--- src/hw/rtl/dlpe_pkg.sv ---
// Shared types, codes and tables for the display list palette engine
`timescale 1ns / 1ps

package dlpe_pkg;

    localparam int PALETTE_ENTRIES   = 32;
    localparam int PEN_W             = $clog2(PALETTE_ENTRIES);
    localparam int LIST_ADDRESS_BITS = 20;
    localparam int CFG_INDEX_W       = 4;

    // input item modes
    localparam logic [1:0] MODE_FRAME = 2'd0;
    localparam logic [1:0] MODE_WORD  = 2'd1;
    localparam logic [1:0] MODE_LINE  = 2'd2;

    // configuration register indexes
    localparam logic [CFG_INDEX_W-1:0] CFG_HEAD = 4'd0;
    localparam logic [CFG_INDEX_W-1:0] CFG_SWAP = 4'd1;

    // word phase within an entry
    localparam logic [2:0] PH_HDR  = 3'd0;
    localparam logic [2:0] PH_CUR  = 3'd1;
    localparam logic [2:0] PH_PREV = 3'd2;
    localparam logic [2:0] PH_NEXT = 3'd3;
    localparam logic [2:0] PH_CMD  = 3'd4;

    // command word codes
    localparam logic [7:0]  CMD_BACKGROUND = 8'hE0;
    localparam logic [2:0]  CMD_CONTROL    = 3'b110;
    localparam logic [31:0] CMD_RAMP       = 32'hFFFF_FFFF;

    // colour write component select
    localparam logic [1:0] SEL_ALL   = 2'b00;
    localparam logic [1:0] SEL_BLUE  = 2'b01;
    localparam logic [1:0] SEL_GREEN = 2'b10;
    localparam logic [1:0] SEL_RED   = 2'b11;

    localparam logic [LIST_ADDRESS_BITS-1:0] HEAD_RESET = 20'hB0000;

    // one colour lookup write or ramp restore
    typedef struct packed {
        logic             ramp;
        logic             we_r;
        logic             we_g;
        logic             we_b;
        logic [PEN_W-1:0] pen;
        logic [7:0]       r;
        logic [7:0]       g;
        logic [7:0]       b;
    } pal_wr_t;

    // default ramp value of entry j: j*8 + j/4
    function automatic logic [7:0] ramp_value(input logic [PEN_W-1:0] j);
        ramp_value = {j, j[4:2]};
    endfunction

    // line pitch from the header pitch code
    function automatic logic [10:0] pitch_of(input logic [2:0] code);
        logic [10:0] p;
        unique case (code)
            3'd1:    p = 11'd384;
            3'd2:    p = 11'd512;
            3'd3:    p = 11'd640;
            3'd4:    p = 11'd1024;
            default: p = 11'd320;
        endcase
        pitch_of = p;
    endfunction

endpackage

--- src/hw/rtl/display_list_palette_engine.sv ---
// Display list engine top level: list walker, line stepping and result register
//
//  channel   direction  handshake            payload
//  s_        in         s_valid / s_ready    s_mode, s_list_word, s_pen_index
//  m_        out        m_valid / m_ready    fetch, bitmap, colour and palette fields
//  cfg_      in         cfg_valid / cfg_ready cfg_index, cfg_data
//
// One item per cycle while s_ready is high: each transfer is worked in the cycle
// it is taken and its result sits in the output register the next cycle.
// s_ready is high whenever the output register is empty or being drained.
// cfg_ready is always high; writes take effect at the next edge.
// Synchronous active-low reset; the colour tables reload the default ramp in
// the reset cycle, so no clearing pass follows.
`timescale 1ns / 1ps

module display_list_palette_engine (
    input  logic                          aclk,
    input  logic                          aresetn,
    input  logic                          s_valid,
    output logic                          s_ready,
    input  logic [1:0]                    s_mode,
    input  logic [31:0]                   s_list_word,
    input  logic [dlpe_pkg::PEN_W-1:0]    s_pen_index,
    output logic                          m_valid,
    input  logic                          m_ready,
    output logic                          m_fetch_request,
    output logic [dlpe_pkg::LIST_ADDRESS_BITS-1:0] m_fetch_address,
    output logic                          m_entry_done,
    output logic [31:0]                   m_current_bitmap,
    output logic [31:0]                   m_previous_bitmap,
    output logic [23:0]                   m_background_colour,
    output logic [31:0]                   m_display_control,
    output logic [31:0]                   m_entry_header,
    output logic [7:0]                    m_pen_red,
    output logic [7:0]                    m_pen_green,
    output logic [7:0]                    m_pen_blue,
    input  logic                          cfg_valid,
    output logic                          cfg_ready,
    input  logic [dlpe_pkg::CFG_INDEX_W-1:0] cfg_index,
    input  logic [31:0]                   cfg_data
);
    import dlpe_pkg::*;

    localparam int AW = LIST_ADDRESS_BITS;

    // configuration registers
    logic [AW-1:0] head_reg;
    logic          swap_reg;

    // walker state
    logic [2:0]    word_phase_reg, word_phase_next;
    logic [5:0]    commands_left_reg, commands_left_next;
    logic [31:0]   header_reg, header_next;
    logic [AW-1:0] list_ptr_reg, list_ptr_next;
    logic [AW-1:0] next_ptr_reg, next_ptr_next;
    logic [31:0]   cur_bm_reg, cur_bm_next;
    logic [31:0]   prev_bm_reg, prev_bm_next;
    logic [10:0]   pitch_reg, pitch_next;
    logic [8:0]    lines_left_reg, lines_left_next;
    logic          stopped_reg, stopped_next;
    logic          chain_reg, chain_next;
    logic          ignore_reg, ignore_next;
    logic [23:0]   background_reg, background_next;
    logic [31:0]   control_reg, control_next;

    // output register
    logic          m_valid_reg;
    logic          req_next, done_next;
    logic          req_reg, done_reg;
    logic [7:0]    pen_r_reg, pen_g_reg, pen_b_reg;
    logic [7:0]    rd_r, rd_g, rd_b;

    logic          in_fire;
    logic          finish;
    logic [AW-1:0] finish_ptr;
    logic [31:0]   w;
    logic [31:0]   cur_adv;
    logic [5:0]    cmd_dec;
    logic [8:0]    lines_dec;
    pal_wr_t       pal_wr;

    assign s_ready   = !m_valid_reg || m_ready;
    assign in_fire   = s_valid && s_ready;
    assign cfg_ready = 1'b1;
    assign w         = s_list_word;
    assign cmd_dec   = commands_left_reg - 6'd1;
    assign lines_dec = lines_left_reg - 9'd1;

    // step one bitmap address: by two within a line, else back to the even word of the next line
    function automatic logic [31:0] advance(input logic [31:0] a, input logic [10:0] p);
        if (a[1])
            advance = a + {19'd0, p, 2'b00} - 32'd2;
        else
            advance = a + 32'd2;
    endfunction

    assign cur_adv = advance(cur_bm_reg, pitch_reg);

    // configuration writes
    always_ff @(posedge aclk) begin
        if (!aresetn) begin
            head_reg <= HEAD_RESET;
            swap_reg <= 1'b0;
        end else if (cfg_valid && cfg_ready) begin
            if (cfg_index == CFG_HEAD) head_reg <= cfg_data[AW-1:0];
            if (cfg_index == CFG_SWAP) swap_reg <= cfg_data[0];
        end
    end

    // next state for one transfer
    always_comb begin
        word_phase_next    = word_phase_reg;
        commands_left_next = commands_left_reg;
        header_next        = header_reg;
        list_ptr_next      = list_ptr_reg;
        next_ptr_next      = next_ptr_reg;
        cur_bm_next        = cur_bm_reg;
        prev_bm_next       = prev_bm_reg;
        pitch_next         = pitch_reg;
        lines_left_next    = lines_left_reg;
        stopped_next       = stopped_reg;
        chain_next         = chain_reg;
        ignore_next        = ignore_reg;
        background_next    = background_reg;
        control_next       = control_reg;
        req_next           = 1'b0;
        done_next          = 1'b0;
        finish             = 1'b0;
        finish_ptr         = next_ptr_reg;
        pal_wr             = '0;
        pal_wr.pen         = w[24 +: PEN_W];
        pal_wr.r           = w[23:16];
        pal_wr.g           = w[15:8];
        pal_wr.b           = w[7:0];

        unique case (s_mode)
            MODE_FRAME: begin
                list_ptr_next      = head_reg;
                word_phase_next    = PH_HDR;
                commands_left_next = 6'd0;
                ignore_next        = 1'b0;
                lines_left_next    = 9'd0;
                stopped_next       = 1'b0;
                chain_next         = 1'b1;
                req_next           = 1'b1;
            end
            MODE_WORD: begin
                if (!stopped_reg) begin
                    unique case (word_phase_reg)
                        PH_HDR: begin
                            if (w == 32'd0) begin
                                lines_left_next = 9'd511;
                                chain_next      = 1'b0;
                                done_next       = 1'b1;
                            end else begin
                                header_next        = w;
                                commands_left_next = w[14:9];
                                ignore_next        = 1'b0;
                                word_phase_next    = PH_CUR;
                            end
                        end
                        PH_CUR: begin
                            if (swap_reg ? header_reg[15] : header_reg[16]) begin
                                if (swap_reg) prev_bm_next = w;
                                else          cur_bm_next  = w;
                            end
                            word_phase_next = PH_PREV;
                        end
                        PH_PREV: begin
                            if (swap_reg ? header_reg[16] : header_reg[15]) begin
                                if (swap_reg) cur_bm_next  = w;
                                else          prev_bm_next = w;
                            end
                            word_phase_next = PH_NEXT;
                        end
                        PH_NEXT: begin
                            if (header_reg[18])
                                next_ptr_next = list_ptr_reg + w[AW-1:0] + AW'(16);
                            else
                                next_ptr_next = w[AW-1:0];
                            finish_ptr = next_ptr_next;
                            if (commands_left_reg == 6'd0) finish = 1'b1;
                            else word_phase_next = PH_CMD;
                        end
                        default: begin
                            // command word
                            if (!w[31]) begin
                                unique case (w[30:29])
                                    SEL_ALL: begin
                                        pal_wr.we_r = in_fire;
                                        pal_wr.we_g = in_fire;
                                        pal_wr.we_b = in_fire;
                                    end
                                    SEL_RED:   pal_wr.we_r = in_fire;
                                    SEL_GREEN: pal_wr.we_g = in_fire;
                                    SEL_BLUE:  pal_wr.we_b = in_fire;
                                endcase
                            end else if (w[31:24] == CMD_BACKGROUND) begin
                                if (!ignore_reg)
                                    background_next = {w[7:0], w[15:8], w[23:16]};
                            end else if (w[31:29] == CMD_CONTROL) begin
                                if (!ignore_reg) begin
                                    control_next = w;
                                    ignore_next  = w[1];
                                end
                            end else if (w == CMD_RAMP) begin
                                if (!ignore_reg) pal_wr.ramp = in_fire;
                            end
                            commands_left_next = cmd_dec;
                            if (cmd_dec == 6'd0) finish = 1'b1;
                        end
                    endcase

                    // close out a non-zero entry
                    if (finish) begin
                        done_next          = 1'b1;
                        word_phase_next    = PH_HDR;
                        commands_left_next = 6'd0;
                        pitch_next         = pitch_of(header_reg[25:23]);
                        list_ptr_next      = finish_ptr;
                        lines_left_next    = header_reg[8:0];
                        if (header_reg[8:0] != 9'd0) begin
                            chain_next = 1'b0;
                        end else if (chain_reg) begin
                            chain_next = 1'b0;
                            req_next   = 1'b1;
                        end else begin
                            stopped_next = 1'b1;
                        end
                    end
                end
            end
            MODE_LINE: begin
                cur_bm_next  = cur_adv;
                prev_bm_next = header_reg[17] ? advance(prev_bm_reg, pitch_reg) : cur_adv;
                if (!stopped_reg && lines_left_reg != 9'd0) begin
                    lines_left_next = lines_dec;
                    if (lines_dec == 9'd0) req_next = 1'b1;
                end
                control_next = {control_reg[31:1], 1'b0};
            end
            default: begin
            end
        endcase
    end

    dlpe_palette u_palette (
        .aclk    (aclk),
        .aresetn (aresetn),
        .wr      (pal_wr),
        .rd_pen  (s_pen_index),
        .rd_r    (rd_r),
        .rd_g    (rd_g),
        .rd_b    (rd_b)
    );

    // walker state update on an input transfer
    always_ff @(posedge aclk) begin
        if (!aresetn) begin
            word_phase_reg    <= PH_HDR;
            commands_left_reg <= 6'd0;
            header_reg        <= 32'd0;
            list_ptr_reg      <= '0;
            next_ptr_reg      <= '0;
            cur_bm_reg        <= 32'd0;
            prev_bm_reg       <= 32'd0;
            pitch_reg         <= 11'd320;
            lines_left_reg    <= 9'd0;
            stopped_reg       <= 1'b1;
            chain_reg         <= 1'b0;
            ignore_reg        <= 1'b0;
            background_reg    <= 24'd0;
            control_reg       <= 32'd0;
        end else if (in_fire) begin
            word_phase_reg    <= word_phase_next;
            commands_left_reg <= commands_left_next;
            header_reg        <= header_next;
            list_ptr_reg      <= list_ptr_next;
            next_ptr_reg      <= next_ptr_next;
            cur_bm_reg        <= cur_bm_next;
            prev_bm_reg       <= prev_bm_next;
            pitch_reg         <= pitch_next;
            lines_left_reg    <= lines_left_next;
            stopped_reg       <= stopped_next;
            chain_reg         <= chain_next;
            ignore_reg        <= ignore_next;
            background_reg    <= background_next;
            control_reg       <= control_next;
        end
    end

    // result register valid
    always_ff @(posedge aclk) begin
        if (!aresetn) begin
            m_valid_reg <= 1'b0;
        end else if (in_fire) begin
            m_valid_reg <= 1'b1;
        end else if (m_ready) begin
            m_valid_reg <= 1'b0;
        end
    end

    // result payload
    always_ff @(posedge aclk) begin
        if (in_fire) begin
            req_reg   <= req_next;
            done_reg  <= done_next;
            pen_r_reg <= rd_r;
            pen_g_reg <= rd_g;
            pen_b_reg <= rd_b;
        end
    end

    assign m_valid             = m_valid_reg;
    assign m_fetch_request     = req_reg;
    assign m_entry_done        = done_reg;
    assign m_fetch_address     = list_ptr_reg;
    assign m_current_bitmap    = cur_bm_reg;
    assign m_previous_bitmap   = prev_bm_reg;
    assign m_background_colour = background_reg;
    assign m_display_control   = control_reg;
    assign m_entry_header      = header_reg;
    assign m_pen_red           = pen_r_reg;
    assign m_pen_green         = pen_g_reg;
    assign m_pen_blue          = pen_b_reg;

    // checks
    a_ready_when_empty: assert property (@(posedge aclk) disable iff (!aresetn)
        !m_valid_reg |-> s_ready)
        else $error("input stalled with empty result register");

    a_frame_requests: assert property (@(posedge aclk) disable iff (!aresetn)
        (in_fire && s_mode == MODE_FRAME) |=>
            (m_valid && m_fetch_request && m_fetch_address == $past(head_reg)))
        else $error("frame start did not request the head entry");

    a_done_at_header: assert property (@(posedge aclk) disable iff (!aresetn)
        (m_valid && m_entry_done) |-> (word_phase_reg == PH_HDR))
        else $error("entry done while walker is mid entry");

    a_no_commands_at_header: assert property (@(posedge aclk) disable iff (!aresetn)
        (word_phase_reg == PH_HDR) |-> (commands_left_reg == 6'd0))
        else $error("command count left over at header phase");

endmodule

--- src/hw/rtl/dlpe_palette.sv ---
// Colour lookup table: three 32-entry component tables with write bypass on read
`timescale 1ns / 1ps

module dlpe_palette (
    input  logic                  aclk,
    input  logic                  aresetn,
    input  dlpe_pkg::pal_wr_t     wr,
    input  logic [dlpe_pkg::PEN_W-1:0] rd_pen,
    output logic [7:0]            rd_r,
    output logic [7:0]            rd_g,
    output logic [7:0]            rd_b
);
    import dlpe_pkg::*;

    logic [7:0] red_reg   [PALETTE_ENTRIES];
    logic [7:0] green_reg [PALETTE_ENTRIES];
    logic [7:0] blue_reg  [PALETTE_ENTRIES];

    // table update: reset and ramp restore load all entries at once
    always_ff @(posedge aclk) begin
        if (!aresetn || wr.ramp) begin
            for (int i = 0; i < PALETTE_ENTRIES; i++) begin
                red_reg[i]   <= ramp_value(PEN_W'(i));
                green_reg[i] <= ramp_value(PEN_W'(i));
                blue_reg[i]  <= ramp_value(PEN_W'(i));
            end
        end else begin
            if (wr.we_r) red_reg[wr.pen]   <= wr.r;
            if (wr.we_g) green_reg[wr.pen] <= wr.g;
            if (wr.we_b) blue_reg[wr.pen]  <= wr.b;
        end
    end

    // read the value as it stands after this transfer's write
    always_comb begin
        if (wr.ramp) begin
            rd_r = ramp_value(rd_pen);
            rd_g = ramp_value(rd_pen);
            rd_b = ramp_value(rd_pen);
        end else begin
            rd_r = (wr.we_r && wr.pen == rd_pen) ? wr.r : red_reg[rd_pen];
            rd_g = (wr.we_g && wr.pen == rd_pen) ? wr.g : green_reg[rd_pen];
            rd_b = (wr.we_b && wr.pen == rd_pen) ? wr.b : blue_reg[rd_pen];
        end
    end

endmodule

--- config.mk ---
export PLATFORM = sky130hd
export DESIGN_NAME = display_list_palette_engine
export DESIGN_NICKNAME = d
export VERILOG_FILES = /design/src/hw/rtl/dlpe_pkg.sv /design/src/hw/rtl/display_list_palette_engine.sv /design/src/hw/rtl/dlpe_palette.sv
export SDC_FILE = /design/constraint.sdc
export NUM_CORES = 2
export LEC_CHECK = 0
export BUFFER_PORTS_ARGS = -buffer_cell sky130_fd_sc_hd__buf_2
export CAP_MARGIN = 20
export CORE_AREA = 2 2 368 370
export DETAILED_ROUTE_END_ITERATION = 8
export DIE_AREA = 0 0 370 372
export GPL_TIMING_DRIVEN = 0
export SLEW_MARGIN = 0
export SYNTH_ARGS = -nofsm -noshare
export SYNTH_HDL_FRONTEND = slang
export SYNTH_HIERARCHICAL = 1
export SYNTH_SLANG_ARGS = --single-unit
--- constraint.sdc ---
create_clock -name aclk -period 4.8 [get_ports aclk]
set_input_delay 0.48 -clock aclk [delete_from_list [all_inputs] [get_ports aclk]]
set_output_delay 0.48 -clock aclk [all_outputs]
set_load 0.005 [all_outputs]
### After elaboration in Yosys (flattened, before gate mapping)

Memory sizes are Yosys's and may differ from the RTL's.
Cells that the tools add are included.

* register bits after elaboration: 272
* memory bits (writable): 768
* output and inout port bits: 201
* word-level logic and storage cells: 259
* memories: 3

* $add $sub $neg: 10
* equality and inequality tests: 43
* muxes and demuxes: 122
* bitwise logic cells: 7
* reductions and logical operators: 51

Memory list
* u_palette.blue_reg: words 32, bits a word 8, read ports 1, clocked after memory_dff 0, wr ports 32, RTL line dlpe_palette.sv:17 `logic [7:0] blue_reg [PALETTE_ENTRIES];`
* u_palette.green_reg: words 32, bits a word 8, read ports 1, clocked after memory_dff 0, wr ports 32, RTL line dlpe_palette.sv:16 `logic [7:0] green_reg [PALETTE_ENTRIES];`
* u_palette.red_reg: words 32, bits a word 8, read ports 1, clocked after memory_dff 0, wr ports 32, RTL line dlpe_palette.sv:15 `logic [7:0] red_reg [PALETTE_ENTRIES];`

Operator list (count)
* $mux 32: 17
* $pmux 32 s2: 5
* $mux 20: 4
* $mux 8: 9
* $add 32x13->32: 2
* $add 32x2->32 const B: 2
* $sub 32x2->32 const B: 2
* $mux 1: 55
* $mux 9: 5
* $pmux 11 s4: 1
* $pmux 20 s2: 1
* $eq 32x32->1 const B: 1
* $logic_not 32->1: 1
* $reduce_and 8->1: 4
* $ne 3x3->1 const B: 9
* $pmux 9 s3: 1
* $pmux 6 s2: 2
* $reduce_or 8->1: 3
* $add 20x20->20: 1
* $add 20x5->20 const B: 1
* $mux 6: 3
* $ne 2x2->1 const B: 9
* $reduce_bool 9->1: 2
* $mux 3: 5
* 41 further kinds: 88

### Logic depth before layout (Yosys ltp)

* depth in word-level cells: 16
* mapped depth: 14
* mapped depth without buffers: 13

### Cells and area by module

The synthesis kept the hierarchy.

Modules (own cells, without submodules)
* dlpe_palette: times used 1, cells each 2393, area each 35755.5 um^2
* display_list_palette_engine: times used 1, cells each 2213, area each 17279.1 um^2

### Least setup slack after synthesis

Ideal clock, no wire load.

* path kind: input to register
* start point: input m_ready
* end point: memory u_palette.red_reg[0][0] (enable)
* library setup time: 0.384 ns
* arrival: 3.923 ns
* data required time: 4.416 ns
* slack: 0.493 ns
* stages: 13
* path buffers: 4
* cells stage by stage: nand2b_1 > nand2_1 > clkinv_1 > nand2_1 > nor3_1 > and3_1 > nor2b_1 > clkbuf_1 > nand2_1 > buf_2 > clkbuf_1 > clkbuf_1 > o21ai_0

RTL lines
* from (decl): RTL line display_list_palette_engine.sv:25 `input logic m_ready,`
* to (decl): RTL line dlpe_palette.sv:15

==> flow_summary.yaml <==
outcome:
  run_status: "complete, no violations"
sta:
  worstMarginPinSlew_ns: 1.311
  layout_worst_path_cycle_share_pct: 99.43
  setup_ws_ns: 0.02736
  max_slew_violation_count: 0
  worst_slew_margin_rel_pct: 12.57
  finalHoldViolations: 0
  rsz0062_at_grt: "false"
  fin_crit_ns: 4.773
  timing.clock.skew_ns: 0.06900
  setup-violations-final: 0
  max_freq_ghz: 0.2095
setup_path:
  critPathCaptureType: "flip-flop"
  slowest_delay_ns: 0.78
  setup.reg_to_reg.worst_slack_ns: 0.03
  cp_slowest_cell: "sky130_fd_sc_hd__clkbuf_1"
  cp_data_required_time_ns: 5.34
  timing.critical_path.fanout_max: 19
  crit_chain: "nand2b_1 -> nand2_1 -> clkinv_4 -> buf_12 -> nand2_1 -> nor3_2 -> and3_2 -> nor2b_1 -> clkbuf_2 -> clkbuf_2 -> clkbuf_1 -> o21ai_0 -> buf_4"
  start_kind: "flip-flop"
  worst_ep_arrival_time_ns: 5.31
  crit_type: "reg -> reg"
pwr:
  total_leakage_power_nw: 20.29
  cellPowerDensity_mw_per_mm2: 348.3
  ir_worst_vdd_mv: 0.2922
floorplan:
  floorplan.die.width_um: 370
  floorplan.core_area_mm2: 0.1343
  initial_core_util_pct: 39.49
  io-pin-count: 281
  fp-row-count: 135
  total_die_area_mm2: 0.1376
  chipHeight_um: 372
synth:
  synthesis.instances: 4606
  async_flop_share_pct: 0
  syn_avg_cell_area_um2: 11.51
  yosysSeqAreaShare_pct: 54.02
  yosysUniqueCellTypes: 79
  ys_ff_latch: 1034
  synthFlopType: "sky130_fd_sc_hd__edfxtp_1"
  post-synth-top-area-cell: "sky130_fd_sc_hd__edfxtp_1"
  synth_edf_count: 794
  ys_warn_count: 6
  netlist_top_cells_area: "sky130_fd_sc_hd__edfxtp_1 (45%), sky130_fd_sc_hd__mux4_2 (9.7%), sky130_fd_sc_hd__dfxtp_1 (9.1%), sky130_fd_sc_hd__or3_1 (3.8%), sky130_fd_sc_hd__and2_1 (3.8%)"
  postSynthNetCount: 4840
  syn-cell-area_mm2: 0.05303
  synth_top_cell_area_share_pct: 44.96
routing:
  dr_total_vias: 42780
  drt_first_iter_violations: 6286
  drt_pass1_iterations: 7
  finalWirelength_mm: 215.2
  final_antenna_net_count: 0
  route.detailed.drc: 0
  routedWlPerCell_um: 30.82
  via_cell_ratio: 6.126
finish:
  multi_input_comb_area_mm2: 0.02231
  finalInstanceArea_mm2: 0.06126
  area_growth_syn_to_layout_pct: 15.51
  most-common-layout-cells: "sky130_fd_sc_hd__edfxtp_1 (794), sky130_fd_sc_hd__nand2_1 (386), sky130_fd_sc_hd__buf_2 (331), sky130_fd_sc_hd__clkbuf_1 (328), sky130_fd_sc_hd__or3_1 (325)"
  nNetsFinal: 5337
  ff_latch_area_mm2: 0.02865
  final_layout_size_suffix_gt1_share_pct: 16.33
  fillers: 12550
  layout.cells.most_common: "sky130_fd_sc_hd__edfxtp_1"
global_route:
  globalRouteTotalUtil_pct: 30.67
  grt_start_max_net_pins: 20
  number_of_global_route_vias_before_repair: 41020
  antenna_found_initial: 19
  grt_overflow_total: 0
  grt_pass1_wl_mm: 299.9
placement:
  post-dp-hpwl_mm: 162.2
  gp_congestion: 0.9860
  placed_area_mm2: 0.05729
  dpl_ws_ns: -1.437
  port_buffers: 263
clock_network:
  cts_htree_levels: 3
  tritoncts: "built"
  cts.reportedPaths.clkPinSlew_ns: 0.07
  cts_buffer_depth: 3
  clock_latency_ns: 0.78
  clock_sink_count: 1034
  clock-root-buffer: "sky130_fd_sc_hd__clkbuf_16"
  cts_inserted_buffers: 111
  cts.repair_timing.setup_buffer_count: 0
hold_path:
  hold_path_class: "in -> reg"
run:
  drv_cap: 0
-- synth_stat cells (10+ instances only) --
library cell,instances
sky130_fd_sc_hd__inv_1,132
sky130_fd_sc_hd__nand3b_1,11
sky130_fd_sc_hd__a22oi_1,11
sky130_fd_sc_hd__buf_1,11
sky130_fd_sc_hd__nand2_1,387
sky130_fd_sc_hd__mux2i_1,102
sky130_fd_sc_hd__o221ai_1,11
sky130_fd_sc_hd__xor2_1,29
sky130_fd_sc_hd__nand2b_1,27
sky130_fd_sc_hd__ha_1,152
sky130_fd_sc_hd__xnor2_1,38
sky130_fd_sc_hd__nand3_1,63
sky130_fd_sc_hd__buf_6,15
sky130_fd_sc_hd__a31oi_1,35
sky130_fd_sc_hd__o21a_1,12
sky130_fd_sc_hd__a21oi_1,228
sky130_fd_sc_hd__or3_1,325
sky130_fd_sc_hd__o31ai_1,12
sky130_fd_sc_hd__nor2b_1,39
sky130_fd_sc_hd__nor3_1,128
sky130_fd_sc_hd__and2_1,321
sky130_fd_sc_hd__a21o_1,29
sky130_fd_sc_hd__mux4_2,228
sky130_fd_sc_hd__o22ai_1,35
sky130_fd_sc_hd__nor2_1,324
sky130_fd_sc_hd__buf_2,15
sky130_fd_sc_hd__clkbuf_1,337
sky130_fd_sc_hd__o211ai_1,22
sky130_fd_sc_hd__and3_1,33
sky130_fd_sc_hd__nor4_1,19
sky130_fd_sc_hd__nand4_1,28
sky130_fd_sc_hd__edfxtp_1,794
sky130_fd_sc_hd__a211oi_1,54
sky130_fd_sc_hd__o21bai_1,10
sky130_fd_sc_hd__dfxtp_1,240
sky130_fd_sc_hd__o21ai_0,225
-- power by group --
part | total (mW) | switching (mW) | internal, mW
Clock | 8.75 | 3.89 | 4.86
Combinational | 2.68 | 1.81 | 0.867
Sequential | 9.91 | 0.131 | 9.78
-- kinds of logic (layout without fill, tap and decap cells) --
family / after synthesis / count (layout) / synth area share [%]
other: 1 / 5 / 0.007071
adder cells (fa/ha/maj): 154 / 154 / 3.661
buffers and inverters: 521 / 1113 / 3.973
XOR/XNOR: 67 / 67 / 1.106
multiplexers: 334 / 334 / 11.69
flip-flops: 1034 / 1034 / 54.02
AND/OR/NAND/NOR: 1734 / 1734 / 16.79
AO/OA/AOI/OAI: 761 / 761 / 8.757
-- worst max-delay path: cells and delay by family (launching register included) --
kind	cells	cell delay (ns)
simple gates	6	1.28
buf+inv	6	2.40
flops	1	0.33
compound gates	1	0.52
-- final timing paths --
check	start	endpoint	cells after the start
max	m_valid$_SDFFE_PN0P_	u_palette/blue_reg[7][2]$_SDFFCE_PN0P_	13
min	cfg_index[0]	swap_reg$_SDFFE_PN0P_	3
max reg2reg	m_valid$_SDFFE_PN0P_	u_palette/blue_reg[7][2]$_SDFFCE_PN0P_	13
min reg2reg	m_background_colour[8]$_SDFFE_PN0P_	m_background_colour[8]$_SDFFE_PN0P_	2
-- layer usage --
| layer | vias to the layer above | wire [µm] | track usage (%) |
|---|---|---|---|
| met3 | 648 | 26100 | 8.582 |
| met1 | 21140 | 78970 | 38.48 |
| met2 | 2931 | 96720 | 48.06 |
| met4 | 10 | 13380 | 16.58 |
| met5 | - | 63 | 0 |
| li1 | 18060 | - | - |
-- per-stage QoR --
step	hold slack (ns)	instances	total power [mW]	setup TNS [ns]	util (%)
final	0.09195	6983	21.34	0	45.62
after global routing	0.09584	6979	21.84	0	45.61
after CTS	0.04164	6976	21.29	0	45.57
after detailed placement	0.4470	6746	12.67	-463.21	42.66
after global placement	0.4412	6650	12.60	-2921.42	42.13
after floorplan	0.4357	4606	11.53	0	-
-- what timing repair did --
action | in CTS | in global routing
resized for setup | 30 | 32
hold buffers | 22 | 0
hold endpoints to repair | 21 | 0
endpoints found under the setup margin | 722 | 516
-- layout make-up --
class | count | share of cell area [%]
clock buffer | 126 | 4.626
sequential | 1034 | 46.76
inverter | 137 | 0.8476
tap | 1781 | 3.638
multi-input combinational | 3051 | 36.42
timing repair buffer | 384 | 3.709
buffer | 384 | 2.653
clock inverter | 82 | 1.330
antenna | 4 | 0.01634
No activity file was read; power rests on OpenSTA's default activity.
